**src/hw/rtl/bpa_pkg.sv**
```systemverilog
`default_nettype none
package bpa_pkg;

    // default sizing of the managed pool
    localparam int unsigned MaxOrderDef  = 6;
    localparam int unsigned PageCountDef = 1024;
    localparam int unsigned PageShiftDef = 12;

    // request modes
    localparam logic MODE_ALLOC = 1'b0;
    localparam logic MODE_FREE  = 1'b1;

    // result status codes
    typedef enum logic [1:0] {
        ST_OK        = 2'd0,
        ST_TOO_LARGE = 2'd1,
        ST_NO_BLOCK  = 2'd2,
        ST_BAD_ADDR  = 2'd3
    } t_status;

    typedef struct packed {
        logic        mode;
        logic [31:0] request_size;
        logic [31:0] free_address;
    } t_item;

    typedef struct packed {
        logic [1:0]  status;
        logic [31:0] block_address;
        logic [2:0]  block_order;
    } t_result;

    // controller states
    typedef enum logic [3:0] {
        S_CLEAR,
        S_IDLE,
        S_A_SEL,
        S_UL_RD,
        S_UL_WR,
        S_A_SPLIT,
        S_PUSH_A,
        S_PUSH_B,
        S_F_CHK,
        S_F_TAKE,
        S_F_BUD,
        S_F_BCHK,
        S_DONE
    } t_state;

    // datapath micro-operations
    typedef enum logic [3:0] {
        OP_NONE,
        OP_CLEAR,
        OP_LOAD,
        OP_A_SEL,
        OP_UL_RD,
        OP_UL_WR,
        OP_A_SPLIT,
        OP_PUSH_A,
        OP_PUSH_B,
        OP_F_CHK,
        OP_F_TAKE,
        OP_F_BUD
    } t_op;

    // datapath status seen by the controller
    typedef struct packed {
        logic in_mode;
        logic mode;
        logic fits;
        logic found;
        logic addr_ok;
        logic fl_alloc;
        logic merge_try;
        logic bud_match;
        logic list_busy;
        logic split_more;
        logic clr_last;
    } t_dp_stat;

endpackage
`default_nettype wire

```
**src/hw/rtl/bpa_ctrl.sv**
```systemverilog
`default_nettype none
module bpa_ctrl (
    input  wire logic              i_clk,
    input  wire logic              i_rst_n,
    input  wire logic              i_start,
    input  wire bpa_pkg::t_dp_stat i_stat,
    output bpa_pkg::t_op           o_op,
    output logic                   o_busy,
    output logic                   o_valid
);

    bpa_pkg::t_state r_state;
    bpa_pkg::t_state n_state;

    // state register; reset enters the clearing pass
    always_ff @(posedge i_clk) begin
        if (!i_rst_n) begin
            r_state <= bpa_pkg::S_CLEAR;
        end else begin
            r_state <= n_state;
        end
    end

    // next state
    always_comb begin
        n_state = r_state;
        unique case (r_state)
            bpa_pkg::S_CLEAR:   n_state = i_stat.clr_last ? bpa_pkg::S_IDLE : bpa_pkg::S_CLEAR;
            bpa_pkg::S_IDLE: begin
                if (i_start) begin
                    n_state = (i_stat.in_mode == bpa_pkg::MODE_FREE) ?
                              bpa_pkg::S_F_CHK : bpa_pkg::S_A_SEL;
                end
            end
            bpa_pkg::S_A_SEL:
                n_state = (i_stat.fits && i_stat.found) ? bpa_pkg::S_UL_RD : bpa_pkg::S_DONE;
            bpa_pkg::S_UL_RD:   n_state = bpa_pkg::S_UL_WR;
            bpa_pkg::S_UL_WR:
                n_state = (i_stat.mode == bpa_pkg::MODE_FREE) ?
                          bpa_pkg::S_F_BUD : bpa_pkg::S_A_SPLIT;
            bpa_pkg::S_A_SPLIT:
                n_state = i_stat.split_more ? bpa_pkg::S_PUSH_A : bpa_pkg::S_DONE;
            bpa_pkg::S_PUSH_A: begin
                if (i_stat.list_busy) begin
                    n_state = bpa_pkg::S_PUSH_B;
                end else begin
                    n_state = (i_stat.mode == bpa_pkg::MODE_FREE) ?
                              bpa_pkg::S_DONE : bpa_pkg::S_A_SPLIT;
                end
            end
            bpa_pkg::S_PUSH_B:
                n_state = (i_stat.mode == bpa_pkg::MODE_FREE) ?
                          bpa_pkg::S_DONE : bpa_pkg::S_A_SPLIT;
            bpa_pkg::S_F_CHK:
                n_state = i_stat.addr_ok ? bpa_pkg::S_F_TAKE : bpa_pkg::S_DONE;
            bpa_pkg::S_F_TAKE:
                n_state = i_stat.fl_alloc ? bpa_pkg::S_F_BUD : bpa_pkg::S_DONE;
            bpa_pkg::S_F_BUD:
                n_state = i_stat.merge_try ? bpa_pkg::S_F_BCHK : bpa_pkg::S_PUSH_A;
            bpa_pkg::S_F_BCHK:
                n_state = i_stat.bud_match ? bpa_pkg::S_UL_RD : bpa_pkg::S_PUSH_A;
            bpa_pkg::S_DONE:    n_state = bpa_pkg::S_IDLE;
            default:            n_state = bpa_pkg::S_IDLE;
        endcase
    end

    // outputs: datapath operation, busy and result strobe
    always_comb begin
        o_op    = bpa_pkg::OP_NONE;
        o_busy  = (r_state != bpa_pkg::S_IDLE);
        o_valid = (r_state == bpa_pkg::S_DONE);
        unique case (r_state)
            bpa_pkg::S_CLEAR:   o_op = bpa_pkg::OP_CLEAR;
            bpa_pkg::S_IDLE:    o_op = i_start ? bpa_pkg::OP_LOAD : bpa_pkg::OP_NONE;
            bpa_pkg::S_A_SEL:   o_op = bpa_pkg::OP_A_SEL;
            bpa_pkg::S_UL_RD:   o_op = bpa_pkg::OP_UL_RD;
            bpa_pkg::S_UL_WR:   o_op = bpa_pkg::OP_UL_WR;
            bpa_pkg::S_A_SPLIT: o_op = bpa_pkg::OP_A_SPLIT;
            bpa_pkg::S_PUSH_A:  o_op = bpa_pkg::OP_PUSH_A;
            bpa_pkg::S_PUSH_B:  o_op = bpa_pkg::OP_PUSH_B;
            bpa_pkg::S_F_CHK:   o_op = bpa_pkg::OP_F_CHK;
            bpa_pkg::S_F_TAKE:  o_op = bpa_pkg::OP_F_TAKE;
            bpa_pkg::S_F_BUD:   o_op = bpa_pkg::OP_F_BUD;
            default:            o_op = bpa_pkg::OP_NONE;
        endcase
    end

endmodule
`default_nettype wire

```
**config.mk**
```make
export PLATFORM = sky130hd
export DESIGN_NAME = bpa_ctrl
export DESIGN_NICKNAME = d
export VERILOG_FILES = /design/src/hw/rtl/bpa_pkg.sv /design/src/hw/rtl/bpa_ctrl.sv
export SDC_FILE = /design/constraint.sdc
export NUM_CORES = 1
export LEC_CHECK = 0
export BUFFER_PORTS_ARGS = -buffer_cell sky130_fd_sc_hd__buf_2
export CORE_AREA = 2 2 39 41
export CTS_CLUSTER_SIZE = 40
export DETAILED_ROUTE_END_ITERATION = 7
export DIE_AREA = 0 0 41 43
export PLACE_DENSITY = 0.65
export SKIP_LAST_GASP = 1
export SLEW_MARGIN = 0
export SYNTH_ARGS = -nofsm -noshare
export SYNTH_HDL_FRONTEND = slang
export SYNTH_SLANG_ARGS = --single-unit
export TNS_END_PERCENT = 1
```
**constraint.sdc**
```tcl
create_clock -name i_clk -period 1.2 [get_ports i_clk]
set_input_delay 0.18 -clock i_clk [delete_from_list [all_inputs] [get_ports i_clk]]
set_output_delay 0.18 -clock i_clk [all_outputs]
set_load 0.01 [all_outputs]
```
==> impl_summary.txt <==
----------------------------------------------------
[Run status]
  Result of the run ... complete, but fails checks
  Failing checks ... negative setup slack

[Setup path]
  Cell class contributing the biggest share of worst-path delay ... compound AO/OA/AOI/OAI gates
  Endpoint type of the worst setup path ... flip-flop
  Critical-path cell with the highest stage delay ... dfxtp_4
  CP required ... 1.33 ns
  Sum of buffers and inverters on the critical path ... 1
  Highest cell delay on the worst timing path ... 0.38 ns
  Critical path class ... reg -> reg
  CP cell instances ... buf_6 > mux2_4 > a21oi_2 > a21oi_2 > o31a_1
  RR Endpoint ... r_state[0]$_SDFFE_PN0P_
  Type of origin of the critical path ... flip-flop
  Crit Reg-Reg Startpoint ... r_state[0]$_SDFFE_PN0P_
  Worst-case register-to-register setup slack ... -0.13 ns
  Arrival time of data at the critical path endpoint ... 1.46 ns
  FF-to-FF path depth ... 5
  Largest fanout on the critical path ... 6
  Most used cell, CP ... a21oi_2

[Timing]
  Final number of max-transition violations ... 0
  Unrepaired setup endpoints after global routing ... yes
  Total setup violations reported at the end of the flow ... 9
  Final cycle utilization of the critical path ... 1.11
  Total count of hold-check failures in the final report ... 0
  Fmax ... 0.753 GHz
  Tmin final ... 1.33 ns
  Total negative slack for setup checks ... -0.738 ns
  Setup ws final ... -0.129 ns
  Max-slew headroom at the worst pin ... 0.794
  Measured slew at the worst slew-check pin ... 0.306 ns
  Worst Skew ... 0.00715 ns

[Layout]
  Flip-flop count of the largest register after layout ... 4
  Fraction of final layout cells with drive strength greater than 1 ... 0.578
  Most common library cell in the layout ignoring fill and taps ... buf_2
  Largest regs ... r_state (4)
  Number of antenna diodes ... 0
  Total number of nets in the final design ... 118
  Most used cells in the layout excluding fill and tap cells ... buf_2, buf_4, nand2_1, a21oi_1, buf_6
  Area growth from synthesis to layout ... 68.3%
  Most flop-heavy register ... r_state

[Pwr]
  Power density of the placed cells ... 2350 nW/um2
  Max rail drop VDD ... 0.795 mV
  Total Power ... 1.91 mW
  Leak Pwr ... 0.360 nW

[Drt]
  Residual DRC ... 0
  Wirelength, routed ... 1.66 mm
  Number of design-rule violations left by the first detailed-router iteration ... 9
  Detailed-router iteration count before antenna repair ... 4
  Vias per Instance ... 5.46
  Number of vias in the routed layout ... 644
  WL/cell ... 14.1 um
  DRT antenna net count ... 0

[Placed design]
  IO Port Bufs ... 19
  Routability-driven placement congestion ratio ... 0.875
  DP HPWL ... 1.07 mm
  Placement-stage worst setup slack ... -0.119 ns

[Synthesis]
  Library cells used by synthesis ... 34
  Mean area per synthesized cell ... 7.19 um2
  Seq cells post-synth ... 4
  Synthesized netlist cell count ... 67
  Synthesized area ... 482 um2
  Yosys warnings ... 0
  Number of nets produced by synthesis ... 81
  Share of the yosys chip area belonging to registers ... 0.166

[Floorplanning]
  Io pins ... 20
  Initial core utilization ... 0.348
  Core outline area ... 1380 um2
  Die area ... 1760 um2
  Number of rows in the core area ... 14
  Die height ... 43 um
  Horizontal die dimension ... 41 um

[Clock network]
  Post-CTS Hold Fix Bufs ... 0
  Largest buffer count on any clock path ... 2
  Total CTS buffers ... 3
  Clock Latency Late Sink ... 0.25 ns
  Clock tree from TritonCTS ... built
  Number of H-tree levels ... 1
  Clock transition at the register clock pins on the worst setup and hold paths after CTS ... 0.04 ns
  Root buffer cell ... clkbuf_4
  CTS sink count ... 4

[Global route]
  Overall routing resource usage ... 0.221
  Initial antenna violation count ... 0
  Largest net degree at the start of global routing ... 9
  Wire length of the first global-routing pass ... 2.62 mm
  GR Overflow Total ... 0
  Vias in the first global route ... 618

[Worst hold path]
  Depth of the worst hold-timing path ... 2
  Hold Path Sink ... r_state[0]$_SDFFE_PN0P_
  Startpoint of the lowest-slack hold path ... i_rst_n
  Class of the most critical hold timing path ... in -> reg

[Flow run]
  Number of max-capacitance violations reported ... 0

----------------------------------------------------
## where the power goes
group | total [mW] | internal (mW) | leakage, nW | switching (mW)
Clock | 0.178 | 0.113 | 0.0138 | 0.0659
Combinational | 1.34 | 0.753 | 0.311 | 0.589
Sequential | 0.388 | 0.224 | 0.0356 | 0.163
Total | 1.91 | 1.09 | 0.360 | 0.818
## synthesized netlist by cell type (all sizes together)
cell     instances  area share
nand3            1       0.010
mux2             1       0.023
and3             1       0.013
nand2b           5       0.065
nand2            9       0.070
o211ai           1       0.016
xor2             1       0.018
o221a            1       0.023
or3b             1       0.018
a211o            1       0.018
dfxtp            4        0.17
o31ai            1       0.016
a21o             2       0.031
buf              5       0.070
and2             1       0.013
a21oi            8       0.091
o21bai           1       0.016
nor3             3       0.031
a31oi            2       0.026
nor2             2       0.016
nor2b            2       0.026
and2b            1       0.021
o21ai            3       0.031
o2bb2ai          1       0.018
nand3b           1       0.016
mux2i            2       0.042
nor4             1       0.013
o211a            1       0.021
o31a             2       0.036
inv              1      0.0078
nand4b           1       0.018
## worst max-delay path by stage
stage                                        from                       to  depth (start not counted)
after global routing      r_state[2]$_SDFFE_PN0P_                  o_valid                          4
after CTS                 r_state[0]$_SDFFE_PN0P_  r_state[0]$_SDFFE_PN0P_                          5
after global placement    r_state[0]$_SDFFE_PN0P_  r_state[2]$_SDFFE_PN0P_                          5
after floorplan           r_state[0]$_SDFFE_PN0P_  r_state[0]$_SDFFE_PN0P_                          5
after detailed placement  r_state[0]$_SDFFE_PN0P_  r_state[0]$_SDFFE_PN0P_                          4
final                     r_state[0]$_SDFFE_PN0P_  r_state[0]$_SDFFE_PN0P_                          5
## what timing repair did
action / in CTS / in global routing
resized for setup: 26 / 2
buffers inserted: 4 / 1
pin swaps: 3 / 0
setup endpoints to repair: 10 / 10
## kinds of logic (layout without fill, tap and decap cells)
| kind of cell | Yosys count | in the layout | synth area share |
|---|---|---|---|
| flip-flops | 4 | 4 | 0.166 |
| buffers and inverters | 6 | 41 | 0.0779 |
| XOR/XNOR | 1 | 1 | 0.0182 |
| AND/OR/NAND/NOR | 29 | 29 | 0.330 |
| AO/OA/AOI/OAI | 24 | 24 | 0.343 |
| multiplexers | 3 | 3 | 0.0649 |
## through the flow
stage	cell area (um2)	cells	hold slack [ns]	util
final	811	118	0.172	0.586
after global routing	811	118	0.171	0.586
after CTS	793	117	0.163	0.573
after detailed placement	668	110	0.426	0.483
after global placement	668	110	0.418	0.483
after floorplan	489	67	0.308	-
## layout make-up
class                   instances  area, um2
clock buffers                   3       22.5
fillers                       126        573
inverters                       1       3.75
multi-input cells              57        420
flip-flops and latches          4       95.1
well taps                      16       20.0
repair buffers                 37        249
## routing by layer
layer / share of wire / vias to the layer above / wire length [um] / track usage
met5: 0 / - / 0 / 0
met4: 0.034 / 0 / 57 / 0.140
met3: 0.051 / 6 / 84 / 0.0157
met2: 0.50 / 25 / 837 / 0.378
met1: 0.41 / 293 / 683 / 0.241
li1: - / 320 / - / -
Note: power is estimated with default switching activity, not from simulation.
